**src/rtl/thbf_pkg.sv**
```systemverilog
// Package for the three-hash Bloom filter core.
// Holds the item types, command codes, hash step codes and hash seeds.
// Used by the core, hash and remainder modules and the testbench; depends on nothing.
`default_nettype none

package thbf_pkg;

	localparam int HASH_W = 64;
	localparam int SIZE_W = 11;
	localparam int IDX_W  = 10;
	localparam int STEP_W = 4;

	localparam logic [HASH_W-1:0] DJB_SEED = 64'd5381;
	localparam logic [HASH_W-1:0] FNV_SEED = 64'h0000_0000_811c_9dc5;

	localparam logic [1:0] CMD_INSERT = 2'd0;
	localparam logic [1:0] CMD_QUERY  = 2'd1;
	localparam logic [1:0] CMD_CLEAR  = 2'd2;

	localparam logic [STEP_W-1:0] HS_HOLD     = 4'd0;
	localparam logic [STEP_W-1:0] HS_RELOAD   = 4'd1;
	localparam logic [STEP_W-1:0] HS_DJB      = 4'd2;
	localparam logic [STEP_W-1:0] HS_OAAT_ADD = 4'd3;
	localparam logic [STEP_W-1:0] HS_OAAT_MIX = 4'd4;
	localparam logic [STEP_W-1:0] HS_FNV_XOR  = 4'd5;
	localparam logic [STEP_W-1:0] HS_FNV_4    = 4'd6;
	localparam logic [STEP_W-1:0] HS_FNV_7    = 4'd7;
	localparam logic [STEP_W-1:0] HS_FNV_8    = 4'd8;
	localparam logic [STEP_W-1:0] HS_FNV_24   = 4'd9;
	localparam logic [STEP_W-1:0] HS_FIN_A    = 4'd10;
	localparam logic [STEP_W-1:0] HS_FIN_B    = 4'd11;

	typedef struct packed {
		logic [1:0] cmd;
		logic [7:0] key_byte;
		logic       has_byte;
		logic       last;
	} in_item_t;

	typedef struct packed {
		logic              maybe_present;
		logic [IDX_W-1:0]  index_one;
		logic [IDX_W-1:0]  index_two;
		logic [IDX_W-1:0]  index_three;
		logic [SIZE_W-1:0] bits_set;
		logic              over_loaded;
	} out_item_t;

	typedef struct packed {
		logic [STEP_W-1:0] step;
		logic [7:0]        key_byte;
	} hash_ctl_t;

endpackage

`default_nettype wire

```
**src/rtl/three_hash_bloom_filter_core.sv**
```systemverilog
// Three-hash Bloom filter core: sequencer, size register, set count and results.
// Depends on thbf_pkg, thbf_hash_alu, thbf_mod_unit and thbf_bit_store.
// A key byte keeps busy high while it steps on the shared 64-bit adder. A last item
// then runs the final mix, the 64-step remainder unit and three store reads; its
// result strobes as busy falls. A clear sweeps the store, writing zero to every bit.
// After reset the same sweep runs before the first item is taken.
`default_nettype none

module three_hash_bloom_filter_core
	import thbf_pkg::*;
#(
	parameter int FILTER_BITS = 1024
) (
	input  wire logic              clk,
	input  wire logic              arst_n,
	input  wire logic              start,
	output logic                   busy,
	input  wire in_item_t          item,
	input  wire logic              cfg_wen,
	input  wire logic [SIZE_W-1:0] cfg_wdata,
	output logic                   result_valid,
	output out_item_t              result
);

	localparam int AW = $clog2(FILTER_BITS);
	localparam int CW = $clog2(FILTER_BITS + 1);
	localparam int LW = (CW + 4 > SIZE_W + 3) ? CW + 4 : SIZE_W + 3;

	localparam logic [4:0] S_IDLE   = 5'd0;
	localparam logic [4:0] S_CLR    = 5'd1;
	localparam logic [4:0] S_DJB    = 5'd2;
	localparam logic [4:0] S_OA1    = 5'd3;
	localparam logic [4:0] S_OA2    = 5'd4;
	localparam logic [4:0] S_F1     = 5'd5;
	localparam logic [4:0] S_F4     = 5'd6;
	localparam logic [4:0] S_F7     = 5'd7;
	localparam logic [4:0] S_F8     = 5'd8;
	localparam logic [4:0] S_F24    = 5'd9;
	localparam logic [4:0] S_FINA   = 5'd10;
	localparam logic [4:0] S_FINB   = 5'd11;
	localparam logic [4:0] S_MSTART = 5'd12;
	localparam logic [4:0] S_MWAIT  = 5'd13;
	localparam logic [4:0] S_RD     = 5'd14;
	localparam logic [4:0] S_CHK    = 5'd15;
	localparam logic [4:0] S_OUT    = 5'd16;

	logic [4:0]        state_q;
	logic [SIZE_W-1:0] filter_size_q;
	logic [SIZE_W-1:0] size_q;
	logic [7:0]        byte_q;
	logic              last_q;
	logic              insert_q;
	logic              clr_report_q;
	logic [AW-1:0]     clr_cnt_q;
	logic [CW-1:0]     count_q;
	logic [1:0]        k_q;
	logic              present_q;
	logic              result_valid_q;
	out_item_t         result_q;

	logic [SIZE_W-1:0] live_size;
	hash_ctl_t         hctl;
	logic [HASH_W-1:0] djb;
	logic [HASH_W-1:0] oaat;
	logic [HASH_W-1:0] fnv;
	logic              mod_done;
	logic [SIZE_W-1:0] rem_one;
	logic [SIZE_W-1:0] rem_two;
	logic [SIZE_W-1:0] rem_three;
	logic [SIZE_W-1:0] rem_sel;
	logic              rd_data;
	logic              wr_en;
	logic [AW-1:0]     wr_addr;
	logic              wr_data;
	logic              over;

	always_comb begin
		live_size = filter_size_q;
		if (filter_size_q == '0) begin
			live_size = SIZE_W'(1);
		end else if ({21'b0, filter_size_q} > 32'(FILTER_BITS)) begin
			live_size = SIZE_W'(FILTER_BITS);
		end
	end

	always_comb begin
		hctl.key_byte = byte_q;
		case (state_q)
			S_IDLE:   hctl.step = (start && item.cmd == CMD_CLEAR) ? HS_RELOAD : HS_HOLD;
			S_DJB:    hctl.step = HS_DJB;
			S_OA1:    hctl.step = HS_OAAT_ADD;
			S_OA2:    hctl.step = HS_OAAT_MIX;
			S_F1:     hctl.step = HS_FNV_XOR;
			S_F4:     hctl.step = HS_FNV_4;
			S_F7:     hctl.step = HS_FNV_7;
			S_F8:     hctl.step = HS_FNV_8;
			S_F24:    hctl.step = HS_FNV_24;
			S_FINA:   hctl.step = HS_FIN_A;
			S_FINB:   hctl.step = HS_FIN_B;
			S_MSTART: hctl.step = HS_RELOAD;
			default:  hctl.step = HS_HOLD;
		endcase
	end

	always_comb begin
		case (k_q)
			2'd0:    rem_sel = rem_one;
			2'd1:    rem_sel = rem_two;
			default: rem_sel = rem_three;
		endcase
	end

	always_comb begin
		wr_en   = 1'b0;
		wr_addr = AW'(rem_sel);
		wr_data = 1'b1;
		if (state_q == S_CLR) begin
			wr_en   = 1'b1;
			wr_addr = clr_cnt_q;
			wr_data = 1'b0;
		end else if (state_q == S_CHK) begin
			wr_en = insert_q && !rd_data;
		end
	end

	assign over = ((LW'(count_q) << 3) + (LW'(count_q) << 1)) >
		((LW'(size_q) << 3) - LW'(size_q));

	thbf_hash_alu u_hash (
		.clk    (clk),
		.arst_n (arst_n),
		.ctl    (hctl),
		.djb    (djb),
		.oaat   (oaat),
		.fnv    (fnv)
	);

	thbf_mod_unit u_mod (
		.clk       (clk),
		.arst_n    (arst_n),
		.start     (state_q == S_MSTART),
		.size      (size_q),
		.val_one   (djb),
		.val_two   (oaat),
		.val_three (fnv),
		.rem_one   (rem_one),
		.rem_two   (rem_two),
		.rem_three (rem_three),
		.done      (mod_done)
	);

	thbf_bit_store #(
		.DEPTH (FILTER_BITS)
	) u_store (
		.clk     (clk),
		.rd_en   (state_q == S_RD),
		.rd_addr (AW'(rem_sel)),
		.rd_data (rd_data),
		.wr_en   (wr_en),
		.wr_addr (wr_addr),
		.wr_data (wr_data)
	);

	always_ff @(posedge clk or negedge arst_n) begin
		if (!arst_n) begin
			filter_size_q <= SIZE_W'(1024);
		end else if (cfg_wen) begin
			filter_size_q <= cfg_wdata;
		end
	end

	always_ff @(posedge clk or negedge arst_n) begin
		if (!arst_n) begin
			state_q        <= S_CLR;
			size_q         <= SIZE_W'(1);
			byte_q         <= '0;
			last_q         <= 1'b0;
			insert_q       <= 1'b0;
			clr_report_q   <= 1'b0;
			clr_cnt_q      <= '0;
			count_q        <= '0;
			k_q            <= '0;
			present_q      <= 1'b0;
			result_valid_q <= 1'b0;
			result_q       <= '0;
		end else begin
			result_valid_q <= (state_q == S_OUT) || ((state_q == S_CLR) && clr_report_q &&
				(clr_cnt_q == AW'(FILTER_BITS - 1)));
			case (state_q)
				S_CLR: begin
					if (clr_cnt_q == AW'(FILTER_BITS - 1)) begin
						clr_cnt_q    <= '0;
						clr_report_q <= 1'b0;
						state_q      <= S_IDLE;
						if (clr_report_q) begin
							result_q <= '0;
						end
					end else begin
						clr_cnt_q <= clr_cnt_q + AW'(1);
					end
				end
				S_IDLE: begin
					if (start) begin
						case (item.cmd)
							CMD_INSERT, CMD_QUERY: begin
								byte_q   <= item.key_byte;
								last_q   <= item.last;
								insert_q <= (item.cmd == CMD_INSERT);
								if (item.has_byte) begin
									state_q <= S_DJB;
								end else if (item.last) begin
									state_q <= S_FINA;
								end
							end
							CMD_CLEAR: begin
								clr_report_q <= 1'b1;
								clr_cnt_q    <= '0;
								count_q      <= '0;
								state_q      <= S_CLR;
							end
							default: begin
							end
						endcase
					end
				end
				S_DJB:  state_q <= S_OA1;
				S_OA1:  state_q <= S_OA2;
				S_OA2:  state_q <= S_F1;
				S_F1:   state_q <= S_F4;
				S_F4:   state_q <= S_F7;
				S_F7:   state_q <= S_F8;
				S_F8:   state_q <= S_F24;
				S_F24:  state_q <= last_q ? S_FINA : S_IDLE;
				S_FINA: state_q <= S_FINB;
				S_FINB: state_q <= S_MSTART;
				S_MSTART: begin
					size_q  <= live_size;
					state_q <= S_MWAIT;
				end
				S_MWAIT: begin
					if (mod_done) begin
						k_q       <= '0;
						present_q <= 1'b1;
						state_q   <= S_RD;
					end
				end
				S_RD: state_q <= S_CHK;
				S_CHK: begin
					present_q <= present_q & rd_data;
					if (insert_q && !rd_data) begin
						count_q <= count_q + CW'(1);
					end
					if (k_q == 2'd2) begin
						state_q <= S_OUT;
					end else begin
						k_q     <= k_q + 2'd1;
						state_q <= S_RD;
					end
				end
				S_OUT: begin
					result_q.maybe_present <= present_q;
					result_q.index_one     <= rem_one[IDX_W-1:0];
					result_q.index_two     <= rem_two[IDX_W-1:0];
					result_q.index_three   <= rem_three[IDX_W-1:0];
					result_q.bits_set      <= SIZE_W'(count_q);
					result_q.over_loaded   <= over;
					state_q                <= S_IDLE;
				end
				default: state_q <= S_IDLE;
			endcase
		end
	end

	assign busy         = (state_q != S_IDLE);
	assign result_valid = result_valid_q;
	assign result       = result_q;

endmodule

`default_nettype wire

```
**src/rtl/thbf_hash_alu.sv**
```systemverilog
// Three running 64-bit hashes updated through one shared adder.
// Each step code selects the operands and the write-back of one hash; reload restores all three seeds.
// Depends on thbf_pkg.
`default_nettype none

module thbf_hash_alu
	import thbf_pkg::*;
(
	input  wire logic              clk,
	input  wire logic              arst_n,
	input  wire hash_ctl_t         ctl,
	output logic [HASH_W-1:0]      djb,
	output logic [HASH_W-1:0]      oaat,
	output logic [HASH_W-1:0]      fnv
);

	logic [HASH_W-1:0] djb_q;
	logic [HASH_W-1:0] oaat_q;
	logic [HASH_W-1:0] fnv_q;
	logic [HASH_W-1:0] acc_q;
	logic [HASH_W-1:0] opa;
	logic [HASH_W-1:0] opb;
	logic [7:0]        add_byte;
	logic [HASH_W-1:0] sum;
	logic [HASH_W-1:0] fnv_x;

	always_comb begin
		fnv_x    = fnv_q ^ {{(HASH_W-8){1'b0}}, ctl.key_byte};
		opa      = '0;
		opb      = '0;
		add_byte = '0;
		case (ctl.step)
			HS_DJB: begin
				opa      = djb_q << 5;
				opb      = djb_q;
				add_byte = ctl.key_byte;
			end
			HS_OAAT_ADD: begin
				opa      = oaat_q;
				add_byte = ctl.key_byte;
			end
			HS_OAAT_MIX: begin
				opa = oaat_q;
				opb = oaat_q << 10;
			end
			HS_FNV_XOR: begin
				opa = fnv_x;
				opb = fnv_x << 1;
			end
			HS_FNV_4: begin
				opa = acc_q;
				opb = fnv_q << 4;
			end
			HS_FNV_7: begin
				opa = acc_q;
				opb = fnv_q << 7;
			end
			HS_FNV_8: begin
				opa = acc_q;
				opb = fnv_q << 8;
			end
			HS_FNV_24: begin
				opa = acc_q;
				opb = fnv_q << 24;
			end
			HS_FIN_A: begin
				opa = oaat_q;
				opb = oaat_q << 3;
			end
			HS_FIN_B: begin
				opa = oaat_q;
				opb = oaat_q << 15;
			end
			default: begin
				opa = '0;
			end
		endcase
		sum = opa + opb + {{(HASH_W-8){1'b0}}, add_byte};
	end

	always_ff @(posedge clk or negedge arst_n) begin
		if (!arst_n) begin
			djb_q  <= DJB_SEED;
			oaat_q <= '0;
			fnv_q  <= FNV_SEED;
			acc_q  <= '0;
		end else begin
			case (ctl.step)
				HS_RELOAD: begin
					djb_q  <= DJB_SEED;
					oaat_q <= '0;
					fnv_q  <= FNV_SEED;
				end
				HS_DJB:      djb_q  <= sum;
				HS_OAAT_ADD: oaat_q <= sum;
				HS_OAAT_MIX: oaat_q <= sum ^ (sum >> 6);
				HS_FNV_XOR: begin
					fnv_q <= fnv_x;
					acc_q <= sum;
				end
				HS_FNV_4:    acc_q  <= sum;
				HS_FNV_7:    acc_q  <= sum;
				HS_FNV_8:    acc_q  <= sum;
				HS_FNV_24:   fnv_q  <= sum;
				HS_FIN_A:    oaat_q <= sum ^ (sum >> 11);
				HS_FIN_B:    oaat_q <= sum;
				default: begin
				end
			endcase
		end
	end

	assign djb  = djb_q;
	assign oaat = oaat_q;
	assign fnv  = fnv_q;

endmodule

`default_nettype wire

```
**src/rtl/thbf_mod_unit.sv**
```systemverilog
// Bit-serial remainder unit: reduces three 64-bit hashes modulo the size.
// One restoring step per lane and cycle, one step per hash bit.
// Depends on thbf_pkg.
`default_nettype none

module thbf_mod_unit
	import thbf_pkg::*;
(
	input  wire logic              clk,
	input  wire logic              arst_n,
	input  wire logic              start,
	input  wire logic [SIZE_W-1:0] size,
	input  wire logic [HASH_W-1:0] val_one,
	input  wire logic [HASH_W-1:0] val_two,
	input  wire logic [HASH_W-1:0] val_three,
	output logic [SIZE_W-1:0]      rem_one,
	output logic [SIZE_W-1:0]      rem_two,
	output logic [SIZE_W-1:0]      rem_three,
	output logic                   done
);

	localparam int CNT_W = $clog2(HASH_W);

	logic              run_q;
	logic [CNT_W-1:0]  cnt_q;
	logic [HASH_W-1:0] val_q [3];
	logic [SIZE_W-1:0] rem_q [3];
	logic [SIZE_W-1:0] rem_d [3];
	logic [SIZE_W:0]   trial [3];

	always_comb begin
		for (int i = 0; i < 3; i++) begin
			trial[i] = {rem_q[i], val_q[i][HASH_W-1]};
			if (trial[i] >= {1'b0, size}) begin
				rem_d[i] = SIZE_W'(trial[i] - {1'b0, size});
			end else begin
				rem_d[i] = trial[i][SIZE_W-1:0];
			end
		end
	end

	always_ff @(posedge clk or negedge arst_n) begin
		if (!arst_n) begin
			run_q <= 1'b0;
			cnt_q <= '0;
		end else if (start) begin
			run_q <= 1'b1;
			cnt_q <= '0;
		end else if (run_q) begin
			cnt_q <= cnt_q + CNT_W'(1);
			if (cnt_q == CNT_W'(HASH_W - 1)) begin
				run_q <= 1'b0;
			end
		end
	end

	always_ff @(posedge clk) begin
		if (start) begin
			val_q[0] <= val_one;
			val_q[1] <= val_two;
			val_q[2] <= val_three;
			for (int i = 0; i < 3; i++) begin
				rem_q[i] <= '0;
			end
		end else if (run_q) begin
			for (int i = 0; i < 3; i++) begin
				val_q[i] <= val_q[i] << 1;
				rem_q[i] <= rem_d[i];
			end
		end
	end

	assign done      = run_q && (cnt_q == CNT_W'(HASH_W - 1));
	assign rem_one   = rem_q[0];
	assign rem_two   = rem_q[1];
	assign rem_three = rem_q[2];

endmodule

`default_nettype wire

```
**src/rtl/thbf_bit_store.sv**
```systemverilog
// Filter bit store: one-bit-wide memory with one write and one read port.
// Read data is registered. No dependencies.
`default_nettype none

module thbf_bit_store #(
	parameter int DEPTH = 1024,
	localparam int AW   = $clog2(DEPTH)
) (
	input  wire logic          clk,
	input  wire logic          rd_en,
	input  wire logic [AW-1:0] rd_addr,
	output logic               rd_data,
	input  wire logic          wr_en,
	input  wire logic [AW-1:0] wr_addr,
	input  wire logic          wr_data
);

	logic mem [DEPTH];

	always_ff @(posedge clk) begin
		if (wr_en) begin
			mem[wr_addr] <= wr_data;
		end
		if (rd_en) begin
			rd_data <= mem[rd_addr];
		end
	end

endmodule

`default_nettype wire

```
**config.mk**
```make
export PLATFORM = sky130hd
export DESIGN_NAME = three_hash_bloom_filter_core
export DESIGN_NICKNAME = d
export VERILOG_FILES = /design/src/rtl/thbf_pkg.sv /design/src/rtl/three_hash_bloom_filter_core.sv /design/src/rtl/thbf_hash_alu.sv /design/src/rtl/thbf_mod_unit.sv /design/src/rtl/thbf_bit_store.sv
export SDC_FILE = /design/constraint.sdc
export NUM_CORES = 2
export LEC_CHECK = 0
export BUFFER_PORTS_ARGS = -buffer_cell sky130_fd_sc_hd__buf_2
export CAP_MARGIN = 15
export CORE_AREA = 2 2 556 503
export DETAILED_ROUTE_END_ITERATION = 12
export DIE_AREA = 0 0 558 505
export MAX_ROUTING_LAYER = met4
export RECOVER_POWER = 50
export SETUP_SLACK_MARGIN = 0.15
export SKIP_LAST_GASP = 1
export SLEW_MARGIN = 15
export SYNTH_ARGS = -nofsm -noshare
export SYNTH_HDL_FRONTEND = slang
export SYNTH_SLANG_ARGS = --single-unit
```
**constraint.sdc**
```tcl
create_clock -name clk -period 14.8 [get_ports clk]
set_input_delay 1.48 -clock clk [delete_from_list [all_inputs] [get_ports clk]]
set_output_delay 1.48 -clock clk [all_outputs]
set_load 0.05 [all_outputs]
```
==> out/results.txt <==
status - complete, but fails checks
failing checks - max-capacitance violations, max-slew violations
final period utilization - 0.694
Mapped Nets - 8044
dpl hpwl - 159000 microns
crit start category - register
worst reg2reg path startpoint - state_q[4]
# clock sinks - 1619
clk root buf - clkbuf_16
cells after synthesis - 7816
deepest clock path buffer count - 3
Critical Path End Type - register
via/cell ratio - 5.64
Worst Hold Depth - 2
WL/cell - 24.0 microns
hold path startpoint - u_hash.acc_q[38]
Synth Flop Type - edfxtp_1
worst reg2reg path depth - 6
max cap viols - 19
synth unique cells - 100
final hold viol count - 0
R2R Setup Slk - 4.54 ns
Post-CTS Resized - 0
H-tree levels - 4
Fin Clk Skew - 0.0678 ns
die height - 505 microns
latest clock arrival within the worst-skew pair - 0.84 ns
first-pass GRT wire length - 402000 microns
worst-margin pin slew - 6.76 ns
I/O pins - 72
Fillers - 27.6k
# DRC - 0
Die X-Extent - 558 microns
Hold EP - u_hash.acc_q[38]
top cell type's share of synthesized area - 0.456
Num CTS Buffers - 174
top-count cell post-synth - nand2_1
Max Fanout on Critical Path - 155
Final Critical Period - 10.26 ns
Setup-failing EPs final - 0
Total GRT Usage - 0.193
synth top area cells - edfxtp_1 46%, dfrtp_1 11%, nand2_1 6.2%, nor2_1 5.5%, mux2_2 3.6%
layout net count - 7762
initial antenna violation count - 10
clock-pin slew on the worst setup and hold paths - 0.06 ns
Mapped Avg Cell Area - 10.5 sq um
Die ar. - 282000 sq um
total core area - 275000 sq um
TritonCTS clock tree - yes
flops & latches, synth - 1619
PortBufs - 71
Critical Path RT - 15.29 ns
Worst EP arrival - 10.75 ns
share of post-route cells with drive strength above 1 - 0.104
Fin Hold WS - 0.486 ns
critical path type - reg2reg
final setup TNS - 0 ns
row count - 183
unrepaired setup endpoints after global routing - no
WL final - 273000 microns
DR iter-0 viols - 9558
asr flop ratio synth - 0.228
Post-Syn Area - 82300 sq um
GRT overflow - 0
CTS Hold Buffers Added - 0
Final ANT Viol Nets - 0
Area Growth Syn to Fin - 11.5%
Commonest cells post-synth - 1369 x nand2_1, 1250 x edfxtp_1, 1213 x nor2_1, 429 x clkbuf_1, 347 x dfrtp_1
Post-synth EDFFs - 1250
leakage - 32.7 nW
number of max-slew violations in the final report - 1478
relative slew slack - -3.50
setup bufs post-CTS - 0
Initial DRT Pass Iterations - 13
GP Congestion - 0.940
cell taking the most area after synthesis - edfxtp_1
Seq/Total Area, Yosys - 0.568
Hold Crit Class - reg2reg
Starting Density - 0.299
total power divided by cell area - 257 nW/um^2
Yosys warnings - 0
Via Count - 64.3k
FF-to-FF End - u_store.mem[237]
VDD IR max - 263 uV
vias in the first global route - 60.8k
fmax - 0.0974 GHz
largest net degree at the start of global routing - 176
[cell type report]
class | count | area [sq um] | area share
flip-flops and latches | 1619 | 46800 | 0.510
multi-input cells | 5431 | 32800 | 0.357
clock buffers | 235 | 4760 | 0.0518
well taps | 3700 | 4630 | 0.0504
repair buffers | 216 | 1420 | 0.0154
clock inverters | 89 | 1050 | 0.0114
inverters | 92 | 353 | 0.00384
diodes | 9 | 22.5 | 0.000245
[where the power goes]
| group | internal (mW) | switching, mW |
|---|---|---|
| registers | 6.05 | 0.919 |
| clock network | 2.51 | 1.92 |
| logic | 3.93 | 8.24 |
| total | 12.5 | 11.1 |
[stage by stage]
step	total power [mW]	util	instances	instance area (sq um)	setup slack, ns
after floorplan	14.8	-	7816	82300	4.75
after global placement	18.6	0.313	11100	86100	7.66
after detailed placement	18.8	0.313	11100	86100	7.75
after CTS	23.3	0.334	11400	91900	7.67
after global routing	24.7	0.333	11400	91800	3.58
final	23.6	0.333	11400	91800	4.54
[critical path, cell delays in order (launching register included)]
cell,delay (ns)
dfrtp_1,0.94
or3_1,0.41
nor3_1,0.29
inv_8,0.62
clkbuf_1,2.81
clkbuf_1,3.24
buf_4,1.25
[how the worst max path moves through the flow]
stage	startpoint	to	depth (start not counted)
5_1_grt	state_q[4]	u_store.mem[283]	6
3_5_place_dp	state_q[4]	u_hash.oaat[48]	22
4_1_cts	state_q[4]	u_hash.oaat[48]	22
6_report	state_q[4]	u_store.mem[237]	6
2_1_floorplan	state_q[0]	u_store.mem[1000]	12
3_3_place_gp	state_q[4]	u_hash.oaat[48]	22
[flip-flops by register name (all words and copies together), names as in the netlist, 6 cells and up]
name	flops
u_mod.val_q	192
count_q	11
result	43
byte_q	8
u_hash.oaat	64
u_mod.rem_q	33
filter_size_q	11
u_hash.fnv	64
u_hash.djb	64
u_mod.cnt_q	6
size_q	11
clr_cnt_q	10
u_store.mem	1024
u_hash.acc_q	64
[cells in the final DEF, fill, tap and decap left out, types with 73 or more instances in the layout]
master and count:
nand2_1 1354, edfxtp_1 1250, nor2_1 1204, dfrtp_1 347, nand3_1 309, mux2_2 247, o21ai_0 220, ha_1 188
a22o_1 183, a311oi_1 183, clkbuf_16 176, and3_1 173, a21oi_1 150, a222oi_1 137, buf_4 117, clkbuf_1 111
xnor2_1 99, xor2_1 93, inv_1 90, a22oi_1 90, a211oi_1 73
[per-layer routing]
metal  wire [microns]  track usage  share of wire  vias to the layer above
met3            30400       0.0407           0.11                      618
li1                 -            -              -                    27900
met5                0            -              0                        -
met1           116000        0.267           0.42                    32100
met4             8990       0.0631          0.033                        0
met2           118000        0.278           0.43                     3687
[logic make-up (layout without fill, tap and decap cells)]
| family | Yosys count | count (layout) | synth area share |
|---|---|---|---|
| simple gates | 3317 | 3317 | 0.169 |
| mux | 289 | 289 | 0.0391 |
| fa+ha+maj | 202 | 202 | 0.0318 |
| flops | 1619 | 1619 | 0.568 |
| other cells | 0 | 9 | 0 |
| buf+inv | 766 | 632 | 0.0379 |
| xor+xnor | 210 | 210 | 0.0240 |
| compound gates | 1413 | 1413 | 0.130 |
(Power assumes the default switching activity.)
